==> config.mk <==
export PLATFORM = sky130hd
export DESIGN_NAME = byte_stream_lexer_unit
export DESIGN_NICKNAME = d
export VERILOG_FILES = /design/src/rtl/core/bslx_pkg.sv /design/src/rtl/core/bslx_front.sv /design/src/rtl/core/bslx_cmd_fifo.sv /design/src/rtl/core/bslx_back.sv /design/src/rtl/core/byte_stream_lexer_unit.sv
export SDC_FILE = /design/constraint.sdc
export NUM_CORES = 1
export LEC_CHECK = 0
export BUFFER_PORTS_ARGS = -buffer_cell sky130_fd_sc_hd__buf_4
export CORE_UTILIZATION = 65
export DETAILED_ROUTE_END_ITERATION = 8
export PLACE_DENSITY_LB_ADDON = 0.25
export RECOVER_POWER = 50
export SYNTH_ARGS = -nofsm -noshare
export SYNTH_HDL_FRONTEND = slang
export SYNTH_HIERARCHICAL = 1
export SYNTH_SLANG_ARGS = --single-unit
export TNS_END_PERCENT = 50
==> constraint.sdc <==
create_clock -name clk -period 7.5 [get_ports clk]
set_input_delay 0.375 -clock clk [delete_from_list [all_inputs] [get_ports clk]]
set_output_delay 0.375 -clock clk [all_outputs]
set_load 0.005 [all_outputs]
==> src/rtl/core/bslx_pkg.sv <==
`timescale 1ns / 1ps
`default_nettype none
// ----------------------------------------------------------------------------
// Byte stream lexer package
// Token type codes, scan modes, the command that passes from the classifier
// to the emitter, and the constant keyword and symbol tables.
// ----------------------------------------------------------------------------
package bslx_pkg;

    typedef enum logic [3:0] {
        TT_NUMBER   = 4'd0,
        TT_KEYWORD  = 4'd1,
        TT_ASSIGN   = 4'd2,
        TT_LPAREN   = 4'd3,
        TT_RPAREN   = 4'd4,
        TT_IDENT    = 4'd5,
        TT_OPERATOR = 4'd6,
        TT_LBRACE   = 4'd7,
        TT_RBRACE   = 4'd8,
        TT_SEMI     = 4'd9,
        TT_QUOTE    = 4'd10,
        TT_END      = 4'd11
    } tok_type_t;

    typedef enum logic [2:0] {
        MODE_IDLE   = 3'b001,
        MODE_WORD   = 3'b010,
        MODE_NUMBER = 3'b100
    } scan_mode_t;

    // Fixed part of a command; the run length travels beside it.
    typedef struct packed {
        tok_type_t run_type;
        logic      single_valid;
        tok_type_t single_type;
    } cmd_tail_t;

    localparam int KW_COUNT = 10;

    localparam logic [7:0] CH_SPACE   = 8'h20;
    localparam logic [7:0] CH_NEWLINE = 8'h0A;
    localparam logic [7:0] CH_DQUOTE  = 8'h22;

    // Keyword text, last character in the lowest byte.
    function automatic logic [63:0] kw_text(input logic [3:0] k);
        logic [63:0] t;
        case (k)
            4'd0:    t = 64'("if");
            4'd1:    t = 64'("else");
            4'd2:    t = 64'("while");
            4'd3:    t = 64'("for");
            4'd4:    t = 64'("return");
            4'd5:    t = 64'("break");
            4'd6:    t = 64'("continue");
            4'd7:    t = 64'("switch");
            4'd8:    t = 64'("case");
            4'd9:    t = 64'("default");
            default: t = '0;
        endcase
        return t;
    endfunction

    function automatic logic [3:0] kw_len(input logic [3:0] k);
        logic [3:0] l;
        case (k)
            4'd0:    l = 4'd2;
            4'd1:    l = 4'd4;
            4'd2:    l = 4'd5;
            4'd3:    l = 4'd3;
            4'd4:    l = 4'd6;
            4'd5:    l = 4'd5;
            4'd6:    l = 4'd8;
            4'd7:    l = 4'd6;
            4'd8:    l = 4'd4;
            4'd9:    l = 4'd7;
            default: l = 4'd0;
        endcase
        return l;
    endfunction

    // Character p (counted from the start) of keyword k; p must be below its length.
    function automatic logic [7:0] kw_char(input logic [3:0] k, input logic [2:0] p);
        logic [63:0] t;
        logic [2:0]  i;
        t = kw_text(k);
        i = 3'(kw_len(k) - 4'd1 - {1'b0, p});
        return t[{i, 3'b000} +: 8];
    endfunction

    function automatic tok_type_t sym_type(input logic [7:0] c);
        tok_type_t t;
        case (c)
            8'h28:   t = TT_LPAREN;
            8'h29:   t = TT_RPAREN;
            8'h7B:   t = TT_LBRACE;
            8'h7D:   t = TT_RBRACE;
            8'h3B:   t = TT_SEMI;
            8'h3D:   t = TT_ASSIGN;
            8'h2B, 8'h2D, 8'h2A, 8'h2F: t = TT_OPERATOR;
            default: t = TT_IDENT;
        endcase
        return t;
    endfunction

endpackage
`default_nettype wire

==> src/rtl/core/bslx_front.sv <==
`timescale 1ns / 1ps
`default_nettype none
// ----------------------------------------------------------------------------
// Byte stream lexer front end
// Accepts source bytes, tracks the pending token and its keyword match, and
// issues one emit command for every byte that causes results.
// ----------------------------------------------------------------------------
module bslx_front #(
    parameter int TOKEN_CHARS = 32,
    parameter int LW          = 6
) (
    input  wire                   clk,
    input  wire                   rst_n,
    input  wire                   s_tvalid,
    output logic                  s_tready,
    input  wire [7:0]             ch,
    input  wire                   end_of_file,
    input  wire                   q_full,
    output logic                  push,
    output logic [LW-1:0]         run_count,
    output bslx_pkg::cmd_tail_t   tail
);
    import bslx_pkg::*;

    scan_mode_t            mode_reg, mode_next;
    logic [LW-1:0]         len_reg, len_next;
    logic                  ovf_reg, ovf_next;
    logic                  quote_reg, quote_next;
    logic [KW_COUNT-1:0]   kw_reg, kw_next;
    logic [KW_COUNT-1:0]   kw_step, kw_first, kw_full;

    logic accept, is_letter, is_num, is_space, is_nl, is_dq, extend, kw_hit;
    tok_type_t flush_type;
    logic [LW-1:0] flush_cnt;

    assign s_tready = !q_full;
    assign accept   = s_tvalid && !q_full;

    assign is_letter = ch inside {[8'h61:8'h7A], [8'h41:8'h5A]};
    assign is_num    = ch inside {[8'h30:8'h39]};
    assign is_space  = ch == CH_SPACE;
    assign is_nl     = ch == CH_NEWLINE;
    assign is_dq     = ch == CH_DQUOTE;

    always_comb
    begin
        for (int k = 0; k < KW_COUNT; k++)
        begin
            kw_step[k]  = kw_reg[k] && (len_reg < LW'(kw_len(4'(k))))
                          && (ch == kw_char(4'(k), len_reg[2:0]));
            kw_first[k] = ch == kw_char(4'(k), 3'd0);
            kw_full[k]  = kw_reg[k] && (len_reg == LW'(kw_len(4'(k))));
        end
    end

    assign kw_hit     = !ovf_reg && (|kw_full);
    assign flush_type = (mode_reg == MODE_WORD) ? (kw_hit ? TT_KEYWORD : TT_IDENT)
                                                : TT_NUMBER;
    assign flush_cnt  = (mode_reg == MODE_IDLE) ? '0 : len_reg;

    always_comb
    begin
        case (mode_reg)
            MODE_WORD:   extend = is_letter || is_num || (is_space && quote_reg);
            MODE_NUMBER: extend = is_num;
            default:     extend = 1'b0;
        endcase
    end

    always_comb
    begin
        mode_next  = mode_reg;
        len_next   = len_reg;
        ovf_next   = ovf_reg;
        quote_next = quote_reg;
        kw_next    = kw_reg;
        push       = 1'b0;
        run_count  = flush_cnt;
        tail.run_type     = flush_type;
        tail.single_valid = 1'b0;
        tail.single_type  = TT_IDENT;
        if (accept)
        begin
            if (end_of_file)
            begin
                tail.single_valid = 1'b1;
                tail.single_type  = TT_END;
                push       = 1'b1;
                mode_next  = MODE_IDLE;
                len_next   = '0;
                ovf_next   = 1'b0;
                quote_next = 1'b0;
            end
            else if (extend)
            begin
                if (len_reg < LW'(TOKEN_CHARS))
                begin
                    len_next = len_reg + 1'b1;
                    kw_next  = kw_step;
                end
                else
                begin
                    ovf_next = 1'b1;
                end
            end
            else
            begin
                mode_next = MODE_IDLE;
                len_next  = '0;
                ovf_next  = 1'b0;
                if ((is_space && !quote_reg) || is_nl)
                begin
                    tail.single_valid = 1'b0;
                end
                else if (is_letter || is_num)
                begin
                    mode_next = is_letter ? MODE_WORD : MODE_NUMBER;
                    len_next  = LW'(1);
                    kw_next   = kw_first;
                end
                else if (is_dq)
                begin
                    quote_next        = !quote_reg;
                    tail.single_valid = 1'b1;
                    tail.single_type  = TT_QUOTE;
                end
                else
                begin
                    tail.single_valid = 1'b1;
                    tail.single_type  = sym_type(ch);
                end
                push = tail.single_valid || (flush_cnt != '0);
            end
        end
    end

    always_ff @(posedge clk or negedge rst_n)
    begin
        if (!rst_n)
        begin
            mode_reg  <= MODE_IDLE;
            len_reg   <= '0;
            ovf_reg   <= 1'b0;
            quote_reg <= 1'b0;
            kw_reg    <= '0;
        end
        else
        begin
            mode_reg  <= mode_next;
            len_reg   <= len_next;
            ovf_reg   <= ovf_next;
            quote_reg <= quote_next;
            kw_reg    <= kw_next;
        end
    end

endmodule
`default_nettype wire

==> src/rtl/core/bslx_cmd_fifo.sv <==
`timescale 1ns / 1ps
`default_nettype none
// ----------------------------------------------------------------------------
// Byte stream lexer command queue
// Small register FIFO holding emit commands between front and back end.
// ----------------------------------------------------------------------------
module bslx_cmd_fifo #(
    parameter int WIDTH = 16,
    parameter int DEPTH = 2
) (
    input  wire               clk,
    input  wire               rst_n,
    input  wire               push,
    input  wire [WIDTH-1:0]   wdata,
    input  wire               pop,
    output logic [WIDTH-1:0]  rdata,
    output logic              full,
    output logic              empty
);
    localparam int PW = (DEPTH > 1) ? $clog2(DEPTH) : 1;
    localparam int CW = $clog2(DEPTH + 1);

    logic [WIDTH-1:0] mem_reg [DEPTH];
    logic [PW-1:0]    wr_reg, wr_next, rd_reg, rd_next;
    logic [CW-1:0]    cnt_reg, cnt_next;

    assign full  = cnt_reg == CW'(DEPTH);
    assign empty = cnt_reg == '0;
    assign rdata = mem_reg[rd_reg];

    // Pointers wrap at the last entry, so any depth works.
    assign wr_next  = !push ? wr_reg :
                      (wr_reg == PW'(DEPTH - 1)) ? '0 : wr_reg + 1'b1;
    assign rd_next  = !pop ? rd_reg :
                      (rd_reg == PW'(DEPTH - 1)) ? '0 : rd_reg + 1'b1;
    assign cnt_next = cnt_reg + CW'(push) - CW'(pop);

    always_ff @(posedge clk)
    begin
        if (push)
        begin
            mem_reg[wr_reg] <= wdata;
        end
    end

    always_ff @(posedge clk or negedge rst_n)
    begin
        if (!rst_n)
        begin
            wr_reg  <= '0;
            rd_reg  <= '0;
            cnt_reg <= '0;
        end
        else
        begin
            wr_reg  <= wr_next;
            rd_reg  <= rd_next;
            cnt_reg <= cnt_next;
        end
    end

endmodule
`default_nettype wire

==> src/rtl/core/bslx_back.sv <==
`timescale 1ns / 1ps
`default_nettype none
// ----------------------------------------------------------------------------
// Byte stream lexer back end
// Replays each command as a run of typed words followed by an optional
// single word, one word per cycle while the output is taken, into a registered output.
// ----------------------------------------------------------------------------
module bslx_back #(
    parameter int LW = 6
) (
    input  wire                   clk,
    input  wire                   rst_n,
    input  wire                   q_empty,
    input  wire [LW-1:0]          q_count,
    input  bslx_pkg::cmd_tail_t   q_tail,
    output logic                  pop,
    output logic                  m_tvalid,
    input  wire                   m_tready,
    output bslx_pkg::tok_type_t   token_type
);
    import bslx_pkg::*;

    logic          vld_reg, vld_next;
    tok_type_t     out_reg, out_next;
    logic [LW-1:0] left_reg, left_next;
    tok_type_t     rtype_reg, rtype_next;
    logic          spend_reg, spend_next;
    tok_type_t     stype_reg, stype_next;
    logic          load;

    assign load       = !vld_reg || m_tready;
    assign m_tvalid   = vld_reg;
    assign token_type = out_reg;

    always_comb
    begin
        vld_next   = vld_reg;
        out_next   = out_reg;
        left_next  = left_reg;
        rtype_next = rtype_reg;
        spend_next = spend_reg;
        stype_next = stype_reg;
        pop        = 1'b0;
        if (load)
        begin
            vld_next = 1'b0;
            if (left_reg != '0)
            begin
                vld_next  = 1'b1;
                out_next  = rtype_reg;
                left_next = left_reg - 1'b1;
            end
            else if (spend_reg)
            begin
                vld_next   = 1'b1;
                out_next   = stype_reg;
                spend_next = 1'b0;
            end
            else if (!q_empty)
            begin
                pop        = 1'b1;
                vld_next   = 1'b1;
                rtype_next = q_tail.run_type;
                stype_next = q_tail.single_type;
                if (q_count != '0)
                begin
                    out_next   = q_tail.run_type;
                    left_next  = q_count - 1'b1;
                    spend_next = q_tail.single_valid;
                end
                else
                begin
                    out_next   = q_tail.single_type;
                    spend_next = 1'b0;
                end
            end
        end
    end

    always_ff @(posedge clk or negedge rst_n)
    begin
        if (!rst_n)
        begin
            vld_reg   <= 1'b0;
            left_reg  <= '0;
            spend_reg <= 1'b0;
        end
        else
        begin
            vld_reg   <= vld_next;
            left_reg  <= left_next;
            spend_reg <= spend_next;
        end
    end

    always_ff @(posedge clk)
    begin
        out_reg   <= out_next;
        rtype_reg <= rtype_next;
        stype_reg <= stype_next;
    end

endmodule
`default_nettype wire

==> src/rtl/core/byte_stream_lexer_unit.sv <==
`timescale 1ns / 1ps
`default_nettype none
// ----------------------------------------------------------------------------
// Byte stream lexer
// Splits a byte stream into tokens and sends one typed word per stored
// token character, plus one word per symbol, quote or end of file.
// ----------------------------------------------------------------------------
// Usage: source bytes enter on the s_ channel, one byte per word, with
// s_tuser set for the end-of-file word. Token types leave on the m_ channel.
// The front end takes one input word per cycle as long as the command queue
// has room; a byte that only extends a token or is skipped causes no output.
// A byte that ends a token, or a symbol, quote or end of file, queues one
// command. The back end replays a command as one word per cycle while the
// receiver takes them: one word for each stored character of the finished
// token, then the symbol word if any. Its first word is loaded from the
// queue into the output register, which raises m_tvalid. Both ends move
// one word per cycle when not stalled, so a stream in which most bytes are
// emitted once flows at close to the input rate; the queue lets the front
// end classify the next token while the back end replays this one. When
// the receiver stalls, the output register holds its word, the queue
// fills and s_tready drops; nothing is lost. Reset clears the scan mode,
// the quote flag, the queue and the output valid; the block is ready at once.
// ----------------------------------------------------------------------------
module byte_stream_lexer_unit #(
    parameter int TOKEN_CHARS = 32,
    parameter int QUEUE_DEPTH = 2
) (
    input  wire        clk,
    input  wire        rst_n,
    input  wire        s_tvalid,
    output logic       s_tready,
    input  wire [7:0]  s_tdata,   // [7:0] ch
    input  wire [0:0]  s_tuser,   // [0] end_of_file
    output logic       m_tvalid,
    input  wire        m_tready,
    output logic [7:0] m_tdata    // [3:0] token_type, [7:4] zero
);
    import bslx_pkg::*;

    // Run counts reach TOKEN_CHARS.
    localparam int LW = $clog2(TOKEN_CHARS + 1);
    localparam int CMD_W = LW + $bits(cmd_tail_t);

    logic          push, pop, q_full, q_empty;
    logic [LW-1:0] run_count, q_count;
    cmd_tail_t     tail, q_tail;
    logic [CMD_W-1:0] q_rdata;
    tok_type_t     token_type;

    bslx_front #(
        .TOKEN_CHARS (TOKEN_CHARS),
        .LW          (LW)
    ) u_front (
        .clk         (clk),
        .rst_n       (rst_n),
        .s_tvalid    (s_tvalid),
        .s_tready    (s_tready),
        .ch          (s_tdata),
        .end_of_file (s_tuser[0]),
        .q_full      (q_full),
        .push        (push),
        .run_count   (run_count),
        .tail        (tail)
    );

    bslx_cmd_fifo #(
        .WIDTH (CMD_W),
        .DEPTH (QUEUE_DEPTH)
    ) u_queue (
        .clk   (clk),
        .rst_n (rst_n),
        .push  (push),
        .wdata ({run_count, tail}),
        .pop   (pop),
        .rdata (q_rdata),
        .full  (q_full),
        .empty (q_empty)
    );

    assign q_count = q_rdata[CMD_W-1 -: LW];
    assign q_tail  = cmd_tail_t'(q_rdata[$bits(cmd_tail_t)-1:0]);

    bslx_back #(
        .LW (LW)
    ) u_back (
        .clk        (clk),
        .rst_n      (rst_n),
        .q_empty    (q_empty),
        .q_count    (q_count),
        .q_tail     (q_tail),
        .pop        (pop),
        .m_tvalid   (m_tvalid),
        .m_tready   (m_tready),
        .token_type (token_type)
    );

    assign m_tdata = {4'b0000, token_type};

`ifndef ASSERT_OFF
    // An accepted end of file always queues a command.
    a_eof_push: assert property (@(posedge clk) disable iff (!rst_n)
        (s_tvalid && s_tready && s_tuser[0]) |-> push)
        else $error("end of file did not queue a command");

    // The queue is never written while full.
    a_no_overflow: assert property (@(posedge clk) disable iff (!rst_n)
        !(push && q_full))
        else $error("command queue written while full");

    // The back end only pops a queue that holds a command.
    a_no_underflow: assert property (@(posedge clk) disable iff (!rst_n)
        pop |-> !q_empty)
        else $error("command queue read while empty");

    // Emitted types stay within the defined codes.
    a_type_range: assert property (@(posedge clk) disable iff (!rst_n)
        m_tvalid |-> (m_tdata[3:0] <= TT_END))
        else $error("token type out of range");
`endif

endmodule
`default_nettype wire

Word level (Yosys, flattened, before mapping)

Memory sizes are Yosys's and may differ from the RTL's.
Index checks and enable logic that the tools add are counted.

Bitwise gates (word level): 4
Muxes and demuxes: 61
Shifts and indexed selects: 10
Reduce and logical (&&, ||, !) cells: 65
Magnitude comparators: 14
Add/sub/neg operators: 14
Eq/ne operators: 53

Operators by type and width:

| kind                                                               | count |
|---|---|
| variable part select 64 x 7 -> 8 bit (first input constant)        | 10 |
| equality test 8 x 7 -> 1 bit (second input constant)               | 11 |
| equality test 8 x 6 -> 1 bit (second input constant)               | 10 |
| equality test 8 bit                                                | 10 |
| 2-to-1 mux 6 bit                                                   | 9 |
| 2-to-1 mux 10 bit                                                  | 4 |
| logical AND 1 bit                                                  | 37 |
| 2-to-1 mux 1 bit                                                   | 29 |
| 2-to-1 mux 4 bit                                                   | 7 |
| one-hot mux 4 bit (7 select lines)                                 | 1 |
| equality test 6 x 3 -> 1 bit (second input constant)               | 4 |
| less-than comparator 6 x 3 -> 1 bit (second input constant)        | 4 |
| 2-to-1 mux 5 bit                                                   | 4 |
| 2-to-1 mux 3 bit                                                   | 6 |
| nonzero test 6 bit                                                 | 3 |
| greater-or-equal comparator 8 x 7 -> 1 bit (second input constant) | 2 |
| <= comparator 8 x 7 -> 1 bit (second input constant)               | 2 |
| equality test 6 x 2 -> 1 bit (second input constant)               | 2 |
| less-than comparator 6 x 2 -> 1 bit (second input constant)        | 2 |
| inequality test 2 bit (second input constant)                      | 6 |
| subtractor 3 bit (first input constant)                            | 4 |
| subtractor 6 x 1 -> 6 bit (second input constant)                  | 2 |
| AND reduction 2 bit                                                | 5 |
| AND reduction 5 bit                                                | 2 |
| other kinds (27)                                                   | 45 |

Memories kept: 1
Bits in registers: 45
Bits in writable memories: 30
Output and inout bits: 10

Memories:

| memory          | depth | width | rd ports | clocked after Yosys merged registers in | write ports | RTL line            | source |
|---|---|---|---|---|---|---|---|
| u_queue.mem_reg | 2     | 15    | 1        | 0                                       | 1           | bslx_cmd_fifo.sv:23 | `logic [WIDTH-1:0] mem_reg [DEPTH];` |

Longest topological paths before layout

Gate-level depths: netlist of the first run.

Depth after elaboration: 15
Mapped depth: 11
Mapped depth without buffers: 10

Cells and area by module

The synthesis of the first run kept the hierarchy.

By module, submodules not included:

| module                 | cells each | area an instance (um^2) | instances |
|---|---|---|---|
| bslx_front             | 394        | 3027.9                  | 1 |
| bslx_cmd_fifo          | 62         | 1331.3                  | 1 |
| bslx_back              | 90         | 1078.5                  | 1 |
| byte_stream_lexer_unit | 5          | 33.8                    | 1 |

Worst setup path before layout of the first run

Ideal clock, no wire load.

Path kind: input-to-reg
From: input port s_tdata[1]
To: memory u_queue/mem_reg[0][0] in the netlist's numbering (enable)
Data arrival time: 2427 ps
Cell stages on the path: 9
Path slack: 4685 ps
Setup time: 388 ps
Buffers on the path: 2
Required time: 7112 ps
Path through: buf_6 -> nor2_2 -> a32oi_1 -> a21oi_1 -> a21o_1 -> buf_2 -> a21oi_1 -> nor2_1 -> nor2b_1

Longest elaborated chain between the ends: 15

RTL lines:

| what                                                                                       | RTL line                            | source |
|---|---|---|
| from (decl)                                                                                | byte_stream_lexer_unit.sv:32        | `input wire [7:0] s_tdata,` |
| greater-or-equal comparator 8 x 7 -> 1 bit or <= comparator 8 x 7 -> 1 bit (tied branches) | bslx_front.sv:39                    | `assign is_letter = ch inside {[8'h61:8'h7A], [8'h41:8'h5A]};` |
| logical AND 1 bit                                                                          | bslx_front.sv:39                    |  |
| nonzero test 2 bit                                                                         | bslx_front.sv:39                    |  |
| logical OR 1 bit                                                                           | bslx_front.sv:64, bslx_front.sv:115 |  |
| 2-to-1 mux 5 bit                                                                           | bslx_front.sv:115                   | `else if (is_letter \|\| is_num)` |
| 2-to-1 mux 1 bit                                                                           | bslx_front.sv:111                   | `if ((is_space && !quote_reg) \|\| is_nl)` |
| 2-to-1 mux 1 bit                                                                           | bslx_front.sv:94                    | `else if (extend)` |
| 2-to-1 mux 1 bit                                                                           | bslx_front.sv:84                    | `if (end_of_file)` |
| 2-to-1 mux 1 bit                                                                           | bslx_front.sv:82                    | `if (accept)` |
| logical OR 1 bit                                                                           | bslx_front.sv:132                   | `push = tail.single_valid \|\| (flush_cnt != '0);` |
| 2-to-1 mux 1 bit (*)                                                                       | bslx_front.sv:94                    |  |
| 2-to-1 mux 1 bit (*)                                                                       | bslx_front.sv:84                    |  |
| 2-to-1 mux 1 bit (*)                                                                       | bslx_front.sv:82                    |  |
| named net push                                                                             | byte_stream_lexer_unit.sv:44        | `logic push, pop, q_full, q_empty;` |
| 2-to-1 mux 1 bit (*)                                                                       | bslx_cmd_fifo.sv:40                 | `if (push)` |
| 2-to-1 mux 1 bit (not written as such) (*)                                                 | bslx_cmd_fifo.sv:42                 | `mem_reg[wr_reg] <= wdata;` |
| to (decl)                                                                                  | bslx_cmd_fifo.sv:23                 |  |

Mark *: on every way through the listed nets, which the timed path passes. The rest lies on a longest branch. The select of a mux whose other input is x is not followed.

Worst setup path in the final report of the first run

From: input port s_tdata[1]
To: memory u_queue/mem_reg[1][6] in the netlist's numbering (enable)

Same word-level chain as after synthesis.

==> results.md, run 1 <==
* Gr ovfl total at 0
* Number of CTS-inserted buffers at 9
* Post-synth EDFFs at 42
* Peak VDD IR at between 0.0001 and 0.00015 V
* WS Path Type: primary input to flip-flop
* Run status: finished with violations
* CTS tree: yes
* FFs w/ async S/R, synth at 44.0%
* Yosys warning count at 6
* Critical path launch point type: primary input
* Die W at 93.7 um
* Critical path data arrival time at just over 4000 ps
* # diodes at 0
* Commonest cells after routing, fill and taps aside: 42 x edfxtp_1, 35 x nor2_1, 34 x nand2_1
* Actual slew at the worst max-slew pin at ~2000 ps
* Die area at ~8800 um^2
* First-pass GRT wire length at 22600 um
* Cells after Synth at roughly 550
* Top cells by area, synth: edfxtp_1 23%, dfrtp_1 15%, ha_1 5.3%
* Seq/Total Area, Yosys at 38.2%
* Dominant cell type by area after synthesis: edfxtp_1
* CP Buf/Inv Count at 1
* Fin crit share at 55.5%
* Routability cong. at approximately 0.96
* Fin worst setup slack at 3340 ps
* Worst path depth at 8
* Postcts setup bufs at 0
* Vias in the first global route at between 4000 and 5000
* Critical path, cell by cell: clkbuf_1 > o21ai_0 > and4_4 > a21oi_1 > a21o_1 > a21oi_1 > nor2_1 > and2_1
* Fmax at 0.240 GHz
* Synth top area share at around 23%
* Post-CTS sizing at 0
* Final #Nets at 580
* Post-DRT Antenna Nets at 0
* I/O pin count at 23
* Max_slew headroom at -35.1%
* # rows at 33
* DRT Pass-1 Iters at 8
* Max Cap Viol at 2
* Slowest CP cell: clkbuf_1
* 1st-iter DRT viols at 531
* Cell Area, Placed at roughly 5500 um^2
* Detail Placement HPWL at 9560 um
* Input/output buffers at 18
* Most frequent CP cell: a21oi_1
* Setup_tns at 0 ps
* Clk Tree Root Cell: clkbuf_8
* Failing checks: DRC, capacitance limit, slew limit
* H-tree depth at 3
* Cell depth of the worst flop-to-flop path at 9
* Total GRT Usage at around 34%
* Residual DRC at 1
* WL final at 14200 um
* Max-slew violations at 70
* Synth-to-layout area growth at 3.73%
* Core ar. at 8180 um^2
* Max reg flops at 30
* Critical path data required time at around 7500 ps
* Post-Syn Area at 5470 um^2
* Largest net degree at the start of global routing at 36
* Via density at 7.03
* CP top delay family: compound AO/OA/AOI/OAI gates
* CP max FO at 35
* Initial Util at 66.9%
* Worst hold slack at 381 ps
* Clk buf depth at 2
* Final hold vios at 0
* Num Clock Sinks at 75
* Critical path endpoint category: flip-flop
* Pleak at 0.00216 uW
* Post-Place Worst Slack at 4270 ps
* Pwr Density at about 250 nW/um^2
* Worst-path clk slew at approximately 90 ps
* Hold path depth at 4
* Worst-Skew Late Latency at between 300 and 400 ps
* RSZ-0062 raised after global routing: false
* Worst Skew at 11.0 ps
* Via count at 4596
* Crit-path max cell delay at about 1100 ps
* CTS Hold Bufs at 1
* Cell variety after synth at 85
* Post-synthesis sequential element count at 75
* Drt wl/cell at roughly 22 um
* Tmin final at 4160 ps
* Layout cells sized above 1 at 12.8%
* Fill count at 602
* Hold WC Path Type: primary input to flip-flop
* Setup violators final at 0
* Final instance area at 5680 um^2
* Commonest non-fill, non-tap cell in the layout: edfxtp_1
* Die Span Y at 93.7 um
* Initial antenna violation count at 0
* Synth Flop Type: edfxtp_1
* Syn_area_per_cell at 9.93 um^2
[worst register-to-register path: stages, from the launching register on]
cell and delay [ps]:
dfrtp_1 330, buf_4 250, clkinv_1 550, ha_1 740
nand2b_1 220, o21ai_0 120, xor2_1 180, or4_1 540
mux2i_1 150, mux2_4 170
[kinds of logic (layout without fill, tap and decap cells)]
logic type,count (synthesis),in the layout,synth area share (%)
adders and majority gates,23,23,5.26
muxes,34,34,7.75
buffers and inverters,60,54,6.04
AOI/OAI and AO/OA,132,132,17.1
other,2,6,0.137
and+or+nand+nor,203,203,21.8
DFF,75,75,38.2
xor gates and xnor gates,22,22,3.80
[cells in the mapped netlist, types with 12 or more instances]
| master | count |
|---|---|
| edfxtp_1 | 42 |
| clkbuf_1 | 24 |
| a21oi_1 | 30 |
| nor3_1 | 20 |
| mux2i_1 | 12 |
| o21ai_0 | 27 |
| nand2_1 | 33 |
| mux2_4 | 15 |
| nor2b_1 | 21 |
| xor2_1 | 13 |
| dfrtp_1 | 32 |
| nor2_1 | 35 |
| nand3_1 | 22 |
| ha_1 | 23 |
| inv_1 | 16 |
[layout make-up]
type                    instances  area, um^2  area share [%]
clock buffers                  10         138            2.43
well taps                     105         131            2.31
multi-input cells             420        3030            53.4
repair buffers                 21         153            2.69
flip-flops and latches         75        2090            36.8
clock inverters                 6        70.1            1.23
inverters                      17        63.8            1.12
[per-stage QoR]
stage | power (uW) | instances | utilization [%]
finish | 1440 | 654 | 69.4
global route | 1510 | 654 | 69.4
CTS | 1460 | 654 | 70.0
detailed placement | 1120 | 637 | 67.3
global placement | 1100 | 637 | 67.3
floorplan | 1010 | 555 | -
[layer usage]
layer	up-vias	wire, um	GRT usage, %	part of all wire [%]
li1	2022	-	-	-
met1	2207	5420	40.9	38
met2	301	6970	57.8	49
met3	66	1130	5.34	8.0
met4	0	651	18.1	4.6
met5	-	0	0	0
[final timing paths]
check                                         from                    end  slack (ps)
worst max register to register  u_front/len_reg[2]      u_front/kw_reg[4]        4220
max in group asynchronous                    rst_n      u_front/kw_reg[9]        5210
worst max-delay path                    s_tdata[1]  u_queue/mem_reg[1][6]        3340
min in group asynchronous                    rst_n        u_back/m_tvalid        1120
worst min register to register      u_queue/wr_reg         u_queue/wr_reg         510
worst min-delay path                       s_tuser      u_front/quote_reg         380
[where the power goes]
part           switching, uW  internal (uW)  total [uW]
Combinational            278            195         473
Clock                    168            166         334
Sequential              92.4            541         633
(Power assumes the default switching activity.)
==> inputs of run 2 (changes only) <==
CORE_UTILIZATION = 57   (was 65)
clock period = 3.68 ns   (was 7.5 ns; I/O delays follow)
==> run 2 against run 1 <==
  * Worst hold slack got worse by 180 ps
  * Critical endpoint is now u_front/kw_reg[4]
  * Via count fell by 6.5%
  * The flow finishes with violations (capacitance limit, slew limit)
  * Non-clock buffer count rose by 7
  * Sequential share of layout area fell by 0.20 points
  * Die area rose by 14%
==> results.md, run 2 (synthesis results as in run 1) <==
* Crit-path max cell delay at 1130 ps (about the same)
* Slowest CP cell: nor4b_1
* Hold WC Path Type: primary input to flip-flop
* H-tree depth at 3 (unchanged)
* Die Span Y at 100 um (+6.6%)
* Critical path data required time at 3910 ps (-3580 ps)
* # diodes at 0 (unchanged)
* Setup violators final at 0 (unchanged)
* CP Buf/Inv Count at 1 (unchanged)
* Commonest cells after routing, fill and taps aside: 42 x edfxtp_1, 35 x nor2_1, 34 x nand2_1
* Tmin final at between 3000 and 4000 ps
* Vias in the first global route at 4142 (-5.3%)
* WL final at 12700 um (-10%)
* Failing checks: capacitance limit, slew limit
* Most frequent CP cell: nor4b_1
* Critical path, cell by cell: clkbuf_2 > nor4b_1 > nand4_4 > nor4b_1 > o21a_4 > or2_4 > mux2_4
* Fmax at between 0.3 and 0.4 GHz
* Max Cap Viol at 1 (-1)
* Setup_tns at 0 ps (unchanged)
* Post-Place Worst Slack at 770 ps (-3500 ps)
* Fin crit share at 84.2%
* Commonest non-fill, non-tap cell in the layout: edfxtp_1
* Pleak at 0.00218 uW (+0.85%)
* WS Path Type: primary input to flip-flop
* Number of CTS-inserted buffers at 9 (unchanged)
* Final #Nets at 587 (+1.2%)
* CTS tree: yes
* Die area at 10000 um^2 (+14%)
* Clk Tree Root Cell: clkbuf_8
* CP max FO at 29 (-17%)
* Initial antenna violation count at 0 (unchanged)
* Pwr Density at 496 nW/um^2 (+96%)
* Synth-to-layout area growth at 4.30%
* Actual slew at the worst max-slew pin at 1910 ps (-119 ps)
* Run status: finished with violations
* Fin worst setup slack at 583 ps (-2760 ps)
* 1st-iter DRT viols at 311 (-41%)
* Critical path endpoint category: flip-flop
* Total GRT Usage at 26.4% (-7.4 points)
* Critical path data arrival time at 3330 ps (-820 ps)
* Largest net degree at the start of global routing at 36 (unchanged)
* Max reg flops at 30 (unchanged)
* Peak VDD IR at 0.000199 V (+67%)
* Critical path launch point type: primary input
* DRT Pass-1 Iters at 6 (-2)
* Detail Placement HPWL at 9010 um (-5.7%)
* Drt wl/cell at 18.6 um (-14%)
* Core ar. at 9280 um^2 (+14%)
* Worst hold slack at 205 ps (-175 ps)
* CP top delay family: simple AND/OR/NAND/NOR gates
* Layout cells sized above 1 at 12.9% (+0.20 points)
* Clk buf depth at 2 (unchanged)
* Max_slew headroom at -27.2% (+7.9 points)
* Max-slew violations at 34 (-51%)
* RSZ-0062 raised after global routing: false
* Num Clock Sinks at 75 (unchanged)
* First-pass GRT wire length at 20400 um (-9.8%)
* Die W at 100 um (+6.6%)
* Via count at 4298 (-6.5%)
* Worst-path clk slew at 80 ps (about the same)
* Routability cong. at 0.923 (-4.2%)
* Via density at 6.27 (-11%)
* Input/output buffers at 18 (unchanged)
* Gr ovfl total at 0 (unchanged)
* Initial Util at 58.9% (-8.0 points)
* I/O pin count at 23 (unchanged)
* Fill count at 791 (+31%)
* # rows at 35 (+6.1%)
* Post-DRT Antenna Nets at 0 (unchanged)
* Residual DRC at 0 (-1)
* Worst-Skew Late Latency at 350 ps (about the same)
* Final hold vios at 0 (unchanged)
* Worst Skew at 6.90 ps (-4.15 ps)
[run 2: changes by cell type in the layout (fill, tap and decap cells not counted), moves of 2 or more]
| cell | previous run | this run |
|---|---|---|
| clkbuf_1 | 2 | 4 |
| buf_4 | 12 | 18 |
| nor4b_4 | 2 | 0 |
| nor4b_1 | 2 | 4 |
[run 2: final cells by class]
| type | count | area [um^2] | share of cell area (%) |
|---|---|---|---|
| clock buffers | 10 | 128 | 2.24 |
| clock inverters | 6 | 65.1 | 1.14 |
| inverters | 17 | 63.8 | 1.12 |
| multi-input cells | 420 | 3000 | 52.6 |
| flip-flops and latches | 75 | 2090 | 36.6 |
| well taps | 129 | 161 | 2.83 |
| repair buffers | 28 | 199 | 3.49 |
[run 2: path summary, 6_finish.rpt]
kind | to | slack, ps | cells past startpoint | from
setup reg to reg | u_front/kw_reg[2] | 710 | 10 | u_front/len_reg[1]
max in group asynchronous | u_front/quote_reg | 1670 | 2 | rst_n
hold reg to reg | u_queue/wr_reg | 490 | 1 | u_queue/wr_reg
hold / removal | u_front/quote_reg | 210 | 4 | s_tuser
setup / recovery | u_front/kw_reg[4] | 580 | 7 | s_tdata[4]
min in group asynchronous | u_back/left_reg[0] | 910 | 2 | rst_n
[run 2: worst register-to-register path, stage by stage (launching register included)]
cell and delay, ps:
dfrtp_1 390, inv_1 280, ha_1 460, inv_1 180, ha_1 370, nor2b_1 160, o21ai_0 220, nand4b_1 180
a2111oi_0 350, o21bai_1 170, a22o_1 130
[run 2: repair_timing]
item                      in CTS  in global routing
hold buffers                   1                  0
gates resized for setup        0                  0
hold endpoints to repair      32                  0
setup buffers                  0                  0
[run 2: per-stage QoR]
stage / util (%) / cells / cell area, um^2 / power (uW)
4_1_cts: 62.3 / 685 / 5790 / 2910
6_report: 61.5 / 685 / 5710 / 2830
3_3_place_gp: 60.1 / 668 / 5580 / 2260
2_1_floorplan: - / 555 / 5490 / 2070
5_1_grt: 61.5 / 685 / 5710 / 3000
3_5_place_dp: 60.1 / 668 / 5580 / 2280
[run 2: where the power goes]
part / switching, uW / internal (uW)
sequential: 156 / 1100
combinational: 551 / 404
clock: 303 / 315
[run 2: routing by layer]
layer  global-route usage [%]  up-vias  share of wire (%)
met3                     5.01       23                4.9
li1                         -     2046                  -
met1                     31.6     2081                 42
met2                     46.5      148                 51
met4                     11.3        0                2.0
met5                        0        -                  0
==> inputs of run 3 (changes only) <==
ABC_AREA = 1   (was default)
CORE_UTILIZATION = 63   (was 57)
clock period = 2.9 ns   (was 3.68 ns; I/O delays follow)
==> run 3 against run 2 <==
  * The flow still finishes with violations (capacitance limit, slew limit)
  * Largest cell class unchanged
  * First-iteration DRC count is 13% higher
  * Total power is 27% higher
  * Sequential share of layout area is 1.8 points lower
  * Worst hold slack worse by 73 ps
  * Wire length is 15% higher
  * Via count is 17% higher
  * Global-route usage is 6.2 points higher
  * Utilization is 7.4 points higher
  * Synthesized cell count is 35% higher
  * Non-clock buffer count is 4 higher
  * Area after synthesis is 3.7% higher
  * Clock skew is 5.4 ps higher
==> results.md, run 3 <==
* First-pass GRT wire length at 24400 um (+19%)
* Worst-path clk slew at 80 ps (about the same)
* CP max FO at 18 (-38%)
* Top cells by area, synth: edfxtp_1 22%, nand2_1 14%, dfrtp_1 14%
* Final #Nets at 798 (+36%)
* Synth Flop Type: edfxtp_1
* Gr busiest metal: met2
* Pleak at 0.00281 uW (+29%)
* Layout cells sized above 1 at 11.9% (-1.1 points)
* Die area at 9390 um^2 (-6.1%)
* Global Route met3 Usage at 5.64% (+0.62 points)
* Main combinational cell family by area after synthesis: simple AND/OR/NAND/NOR gates
* Met2 usage at 56.3% (+9.8 points)
* Peak VDD IR at 0.000239 V (+20%)
* CTS tree: yes
* Hold WC Path Type: primary input to flip-flop
* Yosys warning count at 6 (unchanged)
* Fin crit share at roughly 86%
* Drt wl/cell at 16.6 um (-10%)
* Critical path data arrival time at 2760 ps (-570 ps)
* # rows at 34 (-2.9%)
* Core ar. at 8720 um^2 (-6.1%)
* Critical path launch point type: flip-flop
* Combinational share of power at 34.7% (+1.0 points)
* WL final at 14600 um (+15%)
* Die W at 96.9 um (-3.1%)
* Via density at 5.75 (-8.3%)
* Total GRT Usage at 32.6% (+6.2 points)
* Input/output buffers at 18 (unchanged)
* Worst hold slack at 132 ps (-73.2 ps)
* Seq/Total Area, Yosys at 36.8% (-1.3 points)
* Max_slew headroom at -29.6% (-2.4 points)
* Int Pwr at 2180 uW (+20%)
* Synth top area share at 22.2% (-0.81 points)
* Synth Area in Compound Gates at 9.53% (-7.5 points)
* Fill count at 726 (-8.2%)
* Num Clock Sinks at 75 (unchanged)
* Post-Synth Adder-Cell Area at 5.07% (-0.19 points)
* Max Cap Viol at 1 (unchanged)
* 1st-iter DRT viols at 350 (+13%)
* Net Sw Power at 1410 uW (+40%)
* Vias in the first global route at 5097 (+23%)
* H-tree depth at 3 (unchanged)
* Synth-to-layout area growth at 5.85%
* # diodes at 0 (unchanged)
* Die Span Y at 96.9 um (-3.1%)
* Post-synth EDFFs at 42 (unchanged)
* Final instance area at 6000 um^2 (+5.2%)
* I/O pin count at 23 (unchanged)
* FFs w/ async S/R, synth at 44.0% (unchanged)
* Critical path endpoint category: flip-flop
* Simple-gate area share of the yosys netlist at 33.5% (+12 points)
* Cell variety after synth at 51 (-40%)
* Tmin final at about 2500 ps
* Failing checks: capacitance limit, slew limit
* Worst Skew at 12.3 ps (+5.42 ps)
* RSZ-0062 raised after global routing: false
* DRT Pass-1 Iters at 5 (-1)
* Flop pwr share at 43.3% (-1.2 points)
* Pwr Density at 599 nW/um^2 (+21%)
* Cells after Synth at 742 (+35%)
* Met1 usage at 36.3% (+4.7 points)
* Run status: finished with violations
* Largest net degree at the start of global routing at 34 (-5.6%)
* Detail Placement HPWL at 10800 um (+19%)
* Commonest cells in the synthesized netlist: 219 x nand2_1, 78 x inv_1, 66 x nor2_1, 47 x nand3_1, 47 x o21ai_0
* Max-slew violations at 34 (unchanged)
* Dominant cell type by area after synthesis: edfxtp_1
* Cell Area, Placed at 5860 um^2 (+5.0%)
* Actual slew at the worst max-slew pin at 1940 ps (+36.1 ps)
* Clock network fraction of total power at 22.0% (+0.2 points)
* Fin cells at 875 (+28%)
* Post-layout util at 68.8% (+7.4 points)
* Post-synthesis xor/xnor area fraction at 5.56% (+1.8 points)
* Fmax at about 0.4 GHz
* WS Path Type: flip-flop to flip-flop
* Post-synthesis sequential element count at 75 (unchanged)
* Commonest cells after routing, fill and taps aside: 221 x nand2_1, 78 x inv_1, 68 x nor2_1
* Sw Share at 39.3% (+3.6 points)
* Worst-Skew Late Latency at 350 ps (about the same)
* Syn_area_per_cell at 7.64 um^2 (-23%)
* Post-Syn Area at 5670 um^2 (+3.7%)
* Final hold vios at 0 (unchanged)
* Residual DRC at 0 (unchanged)
* Clk buf depth at 2 (unchanged)
* Clk Tree Root Cell: clkbuf_8
* Number of CTS-inserted buffers at 9 (unchanged)
* Post-DRT Antenna Nets at 0 (unchanged)
* Initial Util at 65.0% (+6.1 points)
* Commonest non-fill, non-tap cell in the layout: nand2_1
* Via count at 5035 (+17%)
* Max reg flops at 30 (unchanged)
* Post-CTS sizing at 0 (unchanged)
* Critical path data required time at 3170 ps (-740 ps)
* Routability cong. at 0.959 (+3.9%)
* Gr ovfl total at 0 (unchanged)
* Setup violators final at 0 (unchanged)
* Initial antenna violation count at 0 (unchanged)
* Most common cell in the netlist: nand2_1
* Mux share of post-synthesis cell area at 0% (-7.8 points)
* Cells after DPL at 858 (+28%)
* Setup_tns at 0 ps (unchanged)
-- run 3: changes by cell type after synthesis, moves of 20 or more --
cell      previous run  this run
clkbuf_1            24         2
inv_1               16        78
nand2_1             33       219
nand3_1             22        47
nor2_1              35        66
nor2b_1             21         0
o21ai_0             27        47
xor2_1              13        33
-- run 3: cell type report --
| type | count | area, um^2 | share of cell area [%] |
|---|---|---|---|
| multi-input cells | 554 | 3010 | 50.2 |
| flip-flops and latches | 75 | 2090 | 34.8 |
| inverters | 90 | 343 | 5.71 |
| repair buffers | 32 | 231 | 3.86 |
| well taps | 108 | 135 | 2.25 |
| clock buffers | 10 | 128 | 2.13 |
| clock inverters | 6 | 63.8 | 1.06 |
-- run 3: per-stage QoR --
stage | setup slack (ps) | power [uW]
after floorplan | 399 | 2500
after global placement | 472 | 2780
after detailed placement | 345 | 2830
after CTS | 442 | 3630
after global routing | 226 | 3840
final | 402 | 3600
-- run 3: logic make-up after synthesis --
group,count (synthesis)
buf+inv,117
flops,75
xor+xnor,36
simple gates,402
compound gates,87
fa+ha+maj,23
other cells,2
-- run 3: power groups by stage --
stage,Clock [uW],Combinational (uW),Sequential (uW)
3_3_place_gp,0,1210,1570
4_1_cts,806,1260,1570
2_1_floorplan,0,986,1520
5_1_grt,848,1410,1580
3_5_place_dp,0,1250,1580
6_report,792,1250,1560
-- run 3: worst max-delay path: stages, from the launching register on --
cell	delay, ps
dfstp_1	560
inv_1	90
nand3_1	170
inv_1	140
nand2_1	120
nand2_1	490
a21oi_1	640
nand2_1	100
o21ai_1	100
-- run 3: repair_timing --
| action | CTS | global route |
|---|---|---|
| setup buffers | 0 | 0 |
| hold endpoints to repair | 32 | 0 |
| hold buffers | 1 | 0 |
-- run 3: worst paths after layout --
check,from,end,slack (ps),depth (start not counted)
setup / recovery,u_front/mode_reg[0],u_front/mode_reg[2],400,8
hold / removal,m_tready,u_back/m_tvalid,130,4
setup reg to reg,u_front/mode_reg[0],u_front/mode_reg[2],400,8
hold reg to reg,u_queue/wr_reg,u_queue/wr_reg,520,1
max in group asynchronous,rst_n,u_back/spend_reg,900,2
min in group asynchronous,rst_n,u_front/ovf_reg,880,2
-- run 3: layer usage --
| metal | wire length [um] | part of all wire, % | vias to the layer above |
|---|---|---|---|
| li1 | - | - | 2417 |
| met1 | 5800 | 40 | 2362 |
| met2 | 7180 | 49 | 195 |
| met3 | 637 | 4.4 | 61 |
| met4 | 948 | 6.5 | 0 |
| met5 | 0 | 0 | - |
